$ cat src/rtl/mpab_pkg.sv
`timescale 1ns / 1ps

package mpab_pkg;

    localparam int NODES    = 256;
    localparam int ALPHABET = 16;
    localparam int NODE_W   = $clog2(NODES);
    localparam int SYM_W    = $clog2(ALPHABET);
    localparam int CNT_W    = NODE_W + 1;
    localparam int ADDR_W   = NODE_W + SYM_W;

    typedef enum logic [1:0] {
        OP_ADD   = 2'd0,
        OP_BUILD = 2'd1,
        OP_READ  = 2'd2,
        OP_NOP   = 2'd3
    } t_op;

    typedef enum logic [1:0] {
        ST_OK        = 2'd0,
        ST_FULL      = 2'd1,
        ST_NOT_BUILT = 2'd2
    } t_status;

    typedef enum logic [4:0] {
        S_CLEAR,
        S_IDLE,
        S_DISPATCH,
        S_ADD_RD,
        S_ADD_UPD,
        S_RD_CHK,
        S_RD_G,
        S_RD_M,
        S_B_INIT,
        S_B_RRD,
        S_B_RWR,
        S_B_POP,
        S_B_V,
        S_B_FV,
        S_B_CRD,
        S_B_CCHK,
        S_B_F,
        S_B_M,
        S_B_GRD,
        S_B_GWR,
        S_B_FIN,
        S_DONE
    } t_state;

    typedef enum logic [4:0] {
        CMD_NONE,
        CMD_CLEAR,
        CMD_ACCEPT,
        CMD_ADD_RD,
        CMD_ADD_UPD,
        CMD_RD_CHK,
        CMD_RD_MREQ,
        CMD_RD_MGET,
        CMD_B_INIT,
        CMD_B_RRD,
        CMD_B_RWR,
        CMD_B_POP,
        CMD_B_V,
        CMD_B_FV,
        CMD_B_CRD,
        CMD_B_CCHK,
        CMD_B_F,
        CMD_B_M,
        CMD_B_GRD,
        CMD_B_GWR,
        CMD_B_FIN,
        CMD_DONE
    } t_cmd;

    typedef struct packed {
        logic clr_last;
        t_op  op;
        logic i_last;
        logic j_last;
        logic q_empty;
        logic child_hit;
        logic read_ok;
        logic out_free;
    } t_dp_status;

endpackage

$ cat src/rtl/mpab_ctrl.sv
`timescale 1ns / 1ps

module mpab_ctrl (
    input  logic                i_clk,
    input  logic                i_rst_n,
    input  logic                i_valid,
    output logic                o_ready,
    output mpab_pkg::t_cmd      o_cmd,
    input  mpab_pkg::t_dp_status i_st
);

    mpab_pkg::t_state r_state;
    mpab_pkg::t_state n_state;

    always_ff @(posedge i_clk) begin
        if (!i_rst_n) begin
            r_state <= mpab_pkg::S_CLEAR;
        end else begin
            r_state <= n_state;
        end
    end

    always_comb begin
        n_state = r_state;
        o_cmd   = mpab_pkg::CMD_NONE;
        o_ready = 1'b0;
        unique case (r_state)
            mpab_pkg::S_CLEAR: begin
                o_cmd = mpab_pkg::CMD_CLEAR;
                if (i_st.clr_last) n_state = mpab_pkg::S_IDLE;
            end
            mpab_pkg::S_IDLE: begin
                o_ready = 1'b1;
                if (i_valid) begin
                    o_cmd   = mpab_pkg::CMD_ACCEPT;
                    n_state = mpab_pkg::S_DISPATCH;
                end
            end
            mpab_pkg::S_DISPATCH: begin
                unique case (i_st.op)
                    mpab_pkg::OP_ADD:   n_state = mpab_pkg::S_ADD_RD;
                    mpab_pkg::OP_BUILD: n_state = mpab_pkg::S_B_INIT;
                    mpab_pkg::OP_READ:  n_state = mpab_pkg::S_RD_CHK;
                    default:            n_state = mpab_pkg::S_DONE;
                endcase
            end
            mpab_pkg::S_ADD_RD: begin
                o_cmd   = mpab_pkg::CMD_ADD_RD;
                n_state = mpab_pkg::S_ADD_UPD;
            end
            mpab_pkg::S_ADD_UPD: begin
                o_cmd   = mpab_pkg::CMD_ADD_UPD;
                n_state = mpab_pkg::S_DONE;
            end
            mpab_pkg::S_RD_CHK: begin
                o_cmd   = mpab_pkg::CMD_RD_CHK;
                n_state = i_st.read_ok ? mpab_pkg::S_RD_G : mpab_pkg::S_DONE;
            end
            mpab_pkg::S_RD_G: begin
                o_cmd   = mpab_pkg::CMD_RD_MREQ;
                n_state = mpab_pkg::S_RD_M;
            end
            mpab_pkg::S_RD_M: begin
                o_cmd   = mpab_pkg::CMD_RD_MGET;
                n_state = mpab_pkg::S_DONE;
            end
            mpab_pkg::S_B_INIT: begin
                o_cmd   = mpab_pkg::CMD_B_INIT;
                n_state = mpab_pkg::S_B_RRD;
            end
            mpab_pkg::S_B_RRD: begin
                o_cmd   = mpab_pkg::CMD_B_RRD;
                n_state = mpab_pkg::S_B_RWR;
            end
            mpab_pkg::S_B_RWR: begin
                o_cmd   = mpab_pkg::CMD_B_RWR;
                n_state = i_st.i_last ? mpab_pkg::S_B_POP : mpab_pkg::S_B_RRD;
            end
            mpab_pkg::S_B_POP: begin
                o_cmd   = mpab_pkg::CMD_B_POP;
                n_state = i_st.q_empty ? mpab_pkg::S_B_FIN : mpab_pkg::S_B_V;
            end
            mpab_pkg::S_B_V: begin
                o_cmd   = mpab_pkg::CMD_B_V;
                n_state = mpab_pkg::S_B_FV;
            end
            mpab_pkg::S_B_FV: begin
                o_cmd   = mpab_pkg::CMD_B_FV;
                n_state = mpab_pkg::S_B_CRD;
            end
            mpab_pkg::S_B_CRD: begin
                o_cmd   = mpab_pkg::CMD_B_CRD;
                n_state = mpab_pkg::S_B_CCHK;
            end
            mpab_pkg::S_B_CCHK: begin
                o_cmd = mpab_pkg::CMD_B_CCHK;
                priority if (i_st.child_hit) n_state = mpab_pkg::S_B_F;
                else if (i_st.i_last)        n_state = mpab_pkg::S_B_POP;
                else                         n_state = mpab_pkg::S_B_CRD;
            end
            mpab_pkg::S_B_F: begin
                o_cmd   = mpab_pkg::CMD_B_F;
                n_state = mpab_pkg::S_B_M;
            end
            mpab_pkg::S_B_M: begin
                o_cmd   = mpab_pkg::CMD_B_M;
                n_state = mpab_pkg::S_B_GRD;
            end
            mpab_pkg::S_B_GRD: begin
                o_cmd   = mpab_pkg::CMD_B_GRD;
                n_state = mpab_pkg::S_B_GWR;
            end
            mpab_pkg::S_B_GWR: begin
                o_cmd = mpab_pkg::CMD_B_GWR;
                priority if (!i_st.j_last) n_state = mpab_pkg::S_B_GRD;
                else if (i_st.i_last)      n_state = mpab_pkg::S_B_POP;
                else                       n_state = mpab_pkg::S_B_CRD;
            end
            mpab_pkg::S_B_FIN: begin
                o_cmd   = mpab_pkg::CMD_B_FIN;
                n_state = mpab_pkg::S_DONE;
            end
            mpab_pkg::S_DONE: begin
                o_cmd = mpab_pkg::CMD_DONE;
                if (i_st.out_free) n_state = mpab_pkg::S_IDLE;
            end
            default: n_state = mpab_pkg::S_IDLE;
        endcase
    end

endmodule

$ cat config.mk
export PLATFORM = sky130hd
export DESIGN_NAME = mpab_ctrl
export DESIGN_NICKNAME = d
export VERILOG_FILES = /design/src/rtl/mpab_pkg.sv /design/src/rtl/mpab_ctrl.sv
export SDC_FILE = /design/constraint.sdc
export NUM_CORES = 1
export LEC_CHECK = 0
export ABC_CLOCK_PERIOD_IN_PS = 5300
export BUFFER_PORTS_ARGS = -buffer_cell sky130_fd_sc_hd__buf_4
export CAP_MARGIN = 20
export CELL_PAD_IN_SITES_DETAIL_PLACEMENT = 0
export CELL_PAD_IN_SITES_GLOBAL_PLACEMENT = 1
export CORE_MARGIN = 2
export CORE_UTILIZATION = 30
export DETAILED_ROUTE_END_ITERATION = 8
export PLACE_DENSITY = 0.78
export SKIP_LAST_GASP = 1
export SYNTH_ARGS = -nofsm -noshare
export SYNTH_HDL_FRONTEND = slang
export SYNTH_SLANG_ARGS = --single-unit
$ cat constraint.sdc
create_clock -name i_clk -period 5.3 [get_ports i_clk]
set_clock_uncertainty 0.2 [all_clocks]
set_input_delay 1.06 -clock i_clk [delete_from_list [all_inputs] [get_ports i_clk]]
set_output_delay 1.06 -clock i_clk [all_outputs]
set_load 0.02 [all_outputs]
Word level (Yosys, flattened, before mapping)

Cells that the tools add are included.

Bits in registers: 5
Bits of input ports: 12
Logic and storage cells: 45

Equality and inequality tests: 26
Muxes and demuxes: 14
Reductions and logical operators: 4

Operators with widths:

| cell                                          | number |
|---|---|
| case mux 5 bit (21 select lines)              | 1 |
| case mux 5 bit (20 select lines)              | 1 |
| == test 5 x 4 -> 1 bit, second input constant | 8 |
| 2-to-1 mux 5 bit                              | 7 |
| == test 5 bit, second input constant          | 6 |
| == test 5 x 3 -> 1 bit, second input constant | 4 |
| case mux 5 bit (3 select lines)               | 1 |
| == test 5 x 2 -> 1 bit, second input constant | 2 |
| inequality test 2 bit, second input constant  | 3 |
| == test 5 x 1 -> 1 bit, second input constant | 1 |
| logical NOT 5 bit                             | 1 |
| 2-to-1 mux 2 bit                              | 2 |
| 2-to-1 mux 3 bit                              | 1 |
| AND reduction 3 bit                           | 1 |
| OR reduction 3 bit                            | 1 |
| == test 2 x 1 -> 1 bit, second input constant | 1 |
| == test 2 bit, second input constant          | 1 |
| logical NOT 2 bit                             | 1 |
| 2-to-1 mux 1 bit                              | 1 |

Logic depth before layout (Yosys ltp)

Gate-level depths: netlist of run 1.

Depth after elaboration: 3
Mapped depth: 6
Mapped depth without buffers: 5

Worst setup path before layout of run 1

No wires, ideal clock.

Path type: input port to output port
From: in i_valid
To: out o_cmd[1]
Data arrival time: 1.710 ns
Setup slack: 2.330 ns
Stages: 4
Cells stage by stage: nor2b_1 o21ai_0 a211o_1 o21ai_0

Word-level cells in the longest chain between the ends: 2

RTL lines:

| element                          | line            | RTL |
|---|---|---|
| start: declaration               | mpab_ctrl.sv:6  | `input logic i_valid,` |
| 2-to-1 mux 2 bit                 | mpab_ctrl.sv:34 | `if (i_valid) begin` |
| case mux 5 bit (21 select lines) | mpab_ctrl.sv:27 | `unique case (r_state)` |
| end: declaration                 | mpab_ctrl.sv:8  | `output mpab_pkg::t_cmd o_cmd,` |

Every way passes these cells.

Final worst setup path of run 1

From: reg r_state[1]
To: out o_cmd[0]

Word-level cells in the longest chain between the ends: 2
Elaborated cells on any way between the ends: 22

RTL lines:

| element                                     | line            | RTL |
|---|---|---|
| start: declaration                          | mpab_ctrl.sv:12 | `mpab_pkg::t_state r_state;` |
| start signal: assignment                    | mpab_ctrl.sv:17 | `r_state <= mpab_pkg::S_CLEAR;` |
| start signal: assignment                    | mpab_ctrl.sv:19 | `r_state <= n_state;` |
| == test 5 bit, or another cell as far along | mpab_ctrl.sv:27 |  |
| case mux 5 bit (21 select lines) (*)        | mpab_ctrl.sv:27 |  |

Mark *: on every way between the ends. The rest lies on a longest branch, timed or not.

==> results of run 1 <==
-- worst max-delay path by stage --
stage	endpoint	slack (ps)	depth (start not counted)	startpoint
5_1_grt	o_cmd[0]	1990	5	r_state[2]
2_1_floorplan	o_cmd[1]	2330	4	i_valid
3_5_place_dp	o_cmd[1]	2160	6	i_valid
4_1_cts	o_cmd[0]	2150	5	r_state[1]
3_3_place_gp	o_cmd[1]	2180	6	i_valid
6_report	o_cmd[0]	2150	5	r_state[1]
-- worst max-delay path, cell delays in order (launching register included) --
cell     delay (ps)
dfxtp_1         850
nor2_1          110
a221o_1         350
nand2_1          70
o41ai_1          80
buf_4           190
-- synthesized netlist by cell type (2+ instances only) --
cell type / count / area, um^2
or3_1: 2 / 12.51
o41ai_1: 2 / 17.52
nor3_1: 3 / 15.01
nand2b_1: 5 / 31.28
nand2_1: 5 / 18.77
clkbuf_1: 2 / 7.510
nor2b_1: 3 / 18.77
a221oi_1: 2 / 17.52
nor4_1: 2 / 12.51
a31oi_1: 3 / 18.77
buf_2: 7 / 35.03
o32ai_1: 2 / 17.52
nor2_1: 3 / 11.26
inv_1: 3 / 11.26
o21ai_0: 7 / 35.03
dfxtp_1: 5 / 100.1
a21oi_1: 5 / 25.02
-- power by group through the flow --
stage	Clock, W	Sequential, W	Combinational [W]
after CTS	0.0000448	0.0000559	0.0000635
after floorplan	0	0.0000421	0.0000564
after global routing	0.0000495	0.0000578	0.0000693
after detailed placement	0	0.0000565	0.0000632
after global placement	0	0.0000564	0.0000628
final	0.0000432	0.0000560	0.0000633
-- cells by family (layout without fill, tap and decap cells) --
| family | count (synthesis) | count (layout) | share of synthesized area |
|---|---|---|---|
| simple gates | 32 | 32 | 0.2988 |
| compound gates | 36 | 36 | 0.4104 |
| buf+inv | 14 | 24 | 0.1155 |
| flops | 5 | 5 | 0.1594 |
| mux | 1 | 1 | 0.01594 |
-- per-stage QoR --
step | utilization | instances | power, W
6_report | 0.3846 | 125 | 0.0001625
5_1_grt | 0.3846 | 125 | 0.0001766
4_1_cts | 0.3846 | 125 | 0.0001643
3_5_place_dp | 0.3712 | 121 | 0.0001197
3_3_place_gp | 0.3712 | 121 | 0.0001191
2_1_floorplan | - | 88 | 0.00009851
-- routing by layer --
layer / global-route usage / part of all wire / vias up
li1: - / - / 358
met2: 0.2267 / 0.46 / 19
met4: 0.02315 / 0 / 0
met5: 0 / 0 / -
met1: 0.1922 / 0.49 / 342
met3: 0.04848 / 0.047 / 0
-- area by class of cell --
| cell class | instances | area, um^2 | share of cell area |
|---|---|---|---|
| clock buffers | 4 | 26.28 | 0.03483 |
| inverters | 3 | 11.26 | 0.01493 |
| multi-input cells | 69 | 455.4 | 0.6036 |
| flip-flops and latches | 5 | 100.1 | 0.1327 |
| well taps | 27 | 33.78 | 0.04478 |
| repair buffers | 17 | 127.6 | 0.1692 |
==> run_results.csv, run 1 <==
group,metric,value,unit
run_status,status,"complete, no violations",
floorplanning,ioPinCount,18,
finish,design_area,754.5,um^2
timing,hold_viol,0,
global_routing,antenna_found_initial,0,
logic_synthesis,synthCells,88,
placed_design,portBuffers,17,
worst_setup_path,path_class,"reg -> out",
pwr,p_leak,0.2883,nW
finish,nets,111,
floorplanning,die-height,49.76,um
timing,tightestPinTransition,817.5,ps
route,dr.first_iter.drc_count,15,
floorplanning,num_rows,16,
route,routedWlPerCell,13.16,um
placed_design,finalWeightedCongestion,0.8174,
flow_run,max_cap_viol_count,0,
timing,min_period,3147,ps
worst_setup_path,reg2reg_depth,4,
worst_setup_path,start_kind,"flop",
pwr,p_sw_frac,0.3688,
worst_setup_path,r2r-end,"r_state[0]",
global_routing,grtUsageTotal,0.1438,
route,routed_via_density,5.752,
cts,clock_path_buffers,2,
timing,fin_crit_sh,0.5938,
finish,regMostFlops,"r_state",
timing,setup_tns,0,ps
pwr,pwr-share-clk,0.266,
finish,n_antenna_cell,0,
route,routed-via-count,719,
finish,largest_register_ffs,5,
finish,fillers,242,
logic_synthesis,ys_ff_latch,5,
cts,postCtsHoldBufs,0,
worst_setup_path,r2r_start,"r_state[0]",
min_path,hold_depth,2,
timing,setup_viol,0,
worst_setup_path,cp.arrival,1890,ps
cts,post_cts_buffers,0,
logic_synthesis,synth_cell_types,44,
cts,insertion_delay,240,ps
pwr,p_seq_frac,0.345,
timing,rsz0062_at_grt,"false",
finish,final_cell_mix,"buf_4, o21ai_0",
placed_design,dpl_worst_slack,2157,ps
cts,root_buffer,"clkbuf_4",
cts,cts_buffers,3,
pwr,peakVddDrop,0.1580,mV
worst_setup_path,regToRegSetupSlack,3340,ps
pwr,pwr-share-comb,0.389,
cts,ctsHtreeMaxLevel,1,
placed_design,place_area,728.2,um^2
cts,clock_sinks,5,
timing,maxSlewHeadroom,0.4543,
finish,final_common_cell,"buf_4",
logic_synthesis,synth_flop_cell,"dfxtp_1",
floorplanning,core,1962,um^2
finish,syn_to_final_growth,20.12,%
cts,cts_resized,0,
floorplanning,die_x,49.76,um
pwr,p_per_area,215.4,nW/um^2
worst_setup_path,cp-end-kind,"primary output",
min_path,hold_path_end,"r_state[1]",
worst_setup_path,cp_max_fo,26,
pwr,p_sw,0.00005995,W
cts,cts_tree,"built",
min_path,timing.hold.worst.class,"reg -> reg",
logic_synthesis,async_flop_share,0,
global_routing,grt_first_pass_wirelength,2794,um
logic_synthesis,synth-edff-count,0,
logic_synthesis,syn_nets,100,
global_routing,grt_overflow,0,
cts,path_clk_slew,40,ps
logic_synthesis,synth_area,628.1,um^2
logic_synthesis,syn_area_per_cell,7.138,um^2
placed_design,hpwl,1144,um
min_path,hp-start,"r_state[0]",
route,dr.pass1.iters,5,
timing,fmax,0.3177,GHz
floorplanning,dieArea,2476,um^2
logic_synthesis,yosys_warnings,0,
timing,whs,600.3,ps
logic_synthesis,yosysSeqAreaShare,0.1594,
route,drc,0,
finish,reg_top3,"r_state x5",
global_routing,grt_pass1_vias,631,
route,drt-total-wl,1645,um
timing,slew_viol_final,0,
pwr,power.internal,0.0001026,W
floorplanning,initial_core_util,0.3202,
route,ant_nets,0,
finish,drive_gt1_frac,0.2449,
worst_setup_path,crit_required,4040,ps
global_routing,grt_max_degree,27,
timing,setup_ws,2153,ps
(Power assumes the default switching activity.)
==> inputs of run 2 (changes only) <==
- ABC_CLOCK_PERIOD_IN_PS: 5300 -> 3040
- clock period: 5.3 -> 3.04 ns (I/O delays scaled with it)
==> run_results.csv, run 2 (synthesis results as in run 1) <==
group,metric,value,unit
run_status,status,"complete, no violations",
placed_design,dpl_worst_slack,685.1,ps
timing,setup_viol,0,
cts,post_cts_buffers,0,
finish,final_core_util,0.3960,
placed_design,dp.cells,124,
cts,ctsHtreeMaxLevel,1,
route,routedWlPerCell,13.59,um
cts,cts_tree,"built",
route,drt-total-wl,1740,um
pwr,p_leak,0.3042,nW
worst_setup_path,start_kind,"flop",
worst_setup_path,crit_chain,"o21ai_0 -> a221o_1 -> nand2_1 -> o41ai_1 -> buf_4",
pwr,p_seq_frac,0.301,
global_routing,grt_first_pass_wirelength,2725,um
cts,root_buffer,"clkbuf_4",
pwr,p_sw_frac,0.3732,
finish,syn_to_final_growth,23.71,%
worst_setup_path,critPathSlowestCell,"dfxtp_1",
cts,insertion_delay,250,ps
floorplanning,die_x,49.76,um
timing,hold_viol,0,
timing,maxSlewHeadroom,0.5845,
pwr,power.internal,0.0001836,W
finish,nets,114,
timing,min_period,2632,ps
pwr,p_sw,0.0001094,W
global_routing,grt_max_degree,22,
worst_setup_path,cp-end-kind,"primary output",
timing,setup_ws,408.3,ps
timing,rsz0062_at_grt,"false",
cts,path_clk_slew,50,ps
pwr,pwr-share-comb,0.429,
timing,fin_crit_sh,0.8657,
global_routing,grtUsageTotal,0.1410,
worst_setup_path,critPathMaxStageDelay,710,ps
finish,reg_top3,"r_state x5",
route,dr.first_iter.drc_count,28,
finish,drive_gt1_frac,0.2673,
cts,clock_path_buffers,2,
route,routed_via_density,5.656,
min_path,timing.hold.worst.class,"in -> reg",
timing,setup_tns,0,ps
floorplanning,num_rows,16,
worst_setup_path,cp_max_fo,21,
global_routing,grt_overflow,0,
placed_design,portBuffers,17,
finish,fin_cells,128,
finish,fillers,227,
pwr,p_per_area,377.1,nW/um^2
route,dr.pass1.iters,4,
finish,final_cell_mix,"buf_4, o21ai_0",
timing,fmax,0.3800,GHz
route,drc,0,
worst_setup_path,crit_required,2230,ps
floorplanning,die-height,49.76,um
flow_run,max_cap_viol_count,0,
worst_setup_path,crit_family,"flip-flops",
pwr,pwr-share-clk,0.270,
route,routed-via-count,724,
floorplanning,initial_core_util,0.3202,
timing,tightestPinTransition,622.3,ps
pwr,peakVddDrop,0.2109,mV
worst_setup_path,worst-path-buf-inv,1,
route,ant_nets,0,
cts,clock_sinks,5,
worst_setup_path,path_class,"reg -> out",
floorplanning,ioPinCount,18,
timing,slew_viol_final,0,
placed_design,finalWeightedCongestion,0.8176,
placed_design,hpwl,1252,um
floorplanning,core,1962,um^2
finish,final_common_cell,"buf_4",
finish,largest_register_ffs,5,
cts,cts_resized,0,
finish,regMostFlops,"r_state",
floorplanning,dieArea,2476,um^2
cts,cts_buffers,3,
global_routing,antenna_found_initial,0,
cts,postCtsHoldBufs,0,
global_routing,grt_pass1_vias,612,
finish,n_antenna_cell,0,
worst_setup_path,cp.arrival,1820,ps
[run 2: path summary, 6_finish.rpt]
check | from | endpoint | slack (ps) | cells after the start
setup / recovery | r_state[4] | o_cmd[0] | 410 | 5
hold reg to reg | r_state[0] | r_state[1] | 490 | 2
hold / removal | i_rst_n | r_state[3] | 430 | 2
setup reg to reg | r_state[4] | r_state[0] | 1170 | 4
[run 2: stage by stage]
stage / power [W] / hold slack (ps) / instance area [um^2]
2_1_floorplan: 0.0001717 / 448.8 / 628.1
3_3_place_gp: 0.0002144 / 484.7 / 750.7
3_5_place_dp: 0.0002146 / 486.8 / 750.7
4_1_cts: 0.0002954 / 425.1 / 777.0
5_1_grt: 0.0003148 / 422.1 / 777.0
6_report: 0.0002930 / 433.9 / 777.0
[run 2: metal layers]
layer  global-route usage  routed length [um]  vias up  part of all wire
li1                     -                   -      363                 -
met1               0.2007                 881      341              0.51
met2               0.2133                 787       20              0.45
met3              0.04545                  71        0             0.041
met4              0.01389                   0        0                 0
met5                    0                   0        -                 0
[run 2: cell type report]
| type | count | area (um^2) | share of cell area |
|---|---|---|---|
| repair buffers | 20 | 150.1 | 0.1932 |
| flip-flops and latches | 5 | 100.1 | 0.1288 |
| multi-input cells | 69 | 455.4 | 0.5862 |
| clock buffers | 4 | 26.28 | 0.03382 |
| well taps | 27 | 33.78 | 0.04348 |
| inverters | 3 | 11.26 | 0.01449 |
[run 2: power by group through the flow]
stage | clock network (W) | logic, W | registers, W
floorplan | 0 | 0.0000983 | 0.0000734
global placement | 0 | 0.000126 | 0.0000887
detailed placement | 0 | 0.000125 | 0.0000891
CTS | 0.0000813 | 0.000126 | 0.0000880
global route | 0.0000887 | 0.000137 | 0.0000896
finish | 0.0000790 | 0.000126 | 0.0000883
==> inputs of run 3 (changes only) <==
- CORE_UTILIZATION: 30 -> 35
- PLACE_DENSITY: 0.78 -> 0.87
==> run_results.csv, run 3 (synthesis results as in run 1) <==
group,metric,value,unit
run_status,status,"complete, no violations",
route,ant_nets,0,
flow_run,max_cap_viol_count,0,
floorplanning,initial_core_util,0.3678,
cts,root_buffer,"clkbuf_4",
floorplanning,num_rows,15,
finish,final_common_cell,"buf_4",
timing,rsz0062_at_grt,"false",
cts,path_clk_slew,50,ps
cts,cts_tree,"built",
floorplanning,dieArea,2149,um^2
worst_setup_path,cp_max_fo,26,
placed_design,portBuffers,17,
route,dr.first_iter.drc_count,28,
worst_setup_path,crit_required,2230,ps
timing,maxSlewHeadroom,0.4818,
route,drt-total-wl,1684,um
floorplanning,die-height,46.36,um
finish,regMostFlops,"r_state",
cts,insertion_delay,240,ps
global_routing,antenna_found_initial,0,
timing,fmax,0.3781,GHz
worst_setup_path,path_class,"reg -> out",
finish,syn_to_final_growth,23.31,%
route,drc,0,
floorplanning,die_x,46.36,um
worst_setup_path,cp-end-kind,"primary output",
cts,ctsHtreeMaxLevel,1,
cts,clock_sinks,5,
global_routing,grt_overflow,0,
finish,final_cell_mix,"buf_4, o21ai_0",
cts,post_cts_buffers,0,
global_routing,grt_pass1_vias,630,
pwr,peakVddDrop,0.1137,mV
global_routing,grt_first_pass_wirelength,2739,um
timing,slew_viol_final,0,
worst_setup_path,start_kind,"flop",
placed_design,finalWeightedCongestion,0.8114,
timing,setup_tns,0,ps
placed_design,hpwl,1200,um
route,dr.pass1.iters,4,
timing,min_period,2645,ps
finish,reg_top3,"r_state x5",
finish,largest_register_ffs,5,
timing,hold_viol,0,
finish,drive_gt1_frac,0.2673,
timing,setup_viol,0,
cts,postCtsHoldBufs,0,
min_path,timing.hold.worst.class,"in -> reg",
pwr,p_leak,0.3042,nW
pwr,finalPower,0.0002905,W
floorplanning,ioPinCount,18,
timing,fin_crit_sh,0.8700,
timing,tightestPinTransition,776.2,ps
global_routing,grtUsageTotal,0.1754,
cts,cts_buffers,3,
worst_setup_path,cp.arrival,1840,ps
finish,n_antenna_cell,0,
finish,nets,114,
pwr,p_per_area,375.1,nW/um^2
floorplanning,core,1708,um^2
route,routed-via-count,735,
cts,cts_resized,0,
route,routedWlPerCell,13.37,um
global_routing,grt_max_degree,27,
route,routed_via_density,5.833,
cts,clock_path_buffers,2,
-- run 3: through the flow --
stage	setup WS, ps	utilization	instances	area, um^2	hold slack, ps
finish	395.1	0.4535	126	774.5	441.8
global route	234.4	0.4535	126	774.5	431.1
CTS	411.4	0.4535	126	774.5	438.6
detailed placement	678.9	0.4381	122	748.2	517.6
global placement	710.2	0.4381	122	748.2	514.0
floorplan	694.5	-	88	628.1	448.8
-- run 3: worst max-delay path: stages, from the launching register on --
cell	delay, ps
dfxtp_1	820
nor2_1	120
a221o_1	340
nand2_1	60
o41ai_1	60
buf_4	180
-- run 3: final cells by class --
type                       count  area [um^2]
inverter                       3        11.26
timing repair buffer          20        150.1
sequential                     5        100.1
tap                           25        31.28
fill                         191        933.4
multi-input combinational     69        455.4
clock buffer                   4        26.28
-- run 3: power by group --
| part | switching [W] | internal, W | leakage, nW |
|---|---|---|---|
| clock | 0.0000281 | 0.0000497 | 0.0150 |
| sequential | 0.0000146 | 0.0000710 | 0.0407 |
| combinational | 0.0000642 | 0.0000629 | 0.248 |
| total | 0.000107 | 0.000184 | 0.304 |
-- run 3: worst paths after layout --
check / slack, ps / start / end / depth (start not counted)
worst max-delay path: 400 / r_state[1] / o_cmd[0] / 5
worst min register to register: 530 / r_state[4] / r_state[1] / 3
worst min-delay path: 440 / i_rst_n / r_state[3] / 2
worst max register to register: 1120 / r_state[1] / r_state[1] / 3
-- run 3: layer usage --
layer | wire [um] | track usage | up-vias
met2 | 822 | 0.2889 | 16
met4 | 16 | 0.07429 | 0
met3 | 41 | 0.01176 | 2
li1 | - | - | 365
met1 | 804 | 0.2331 | 352
met5 | 0 | 0 | -
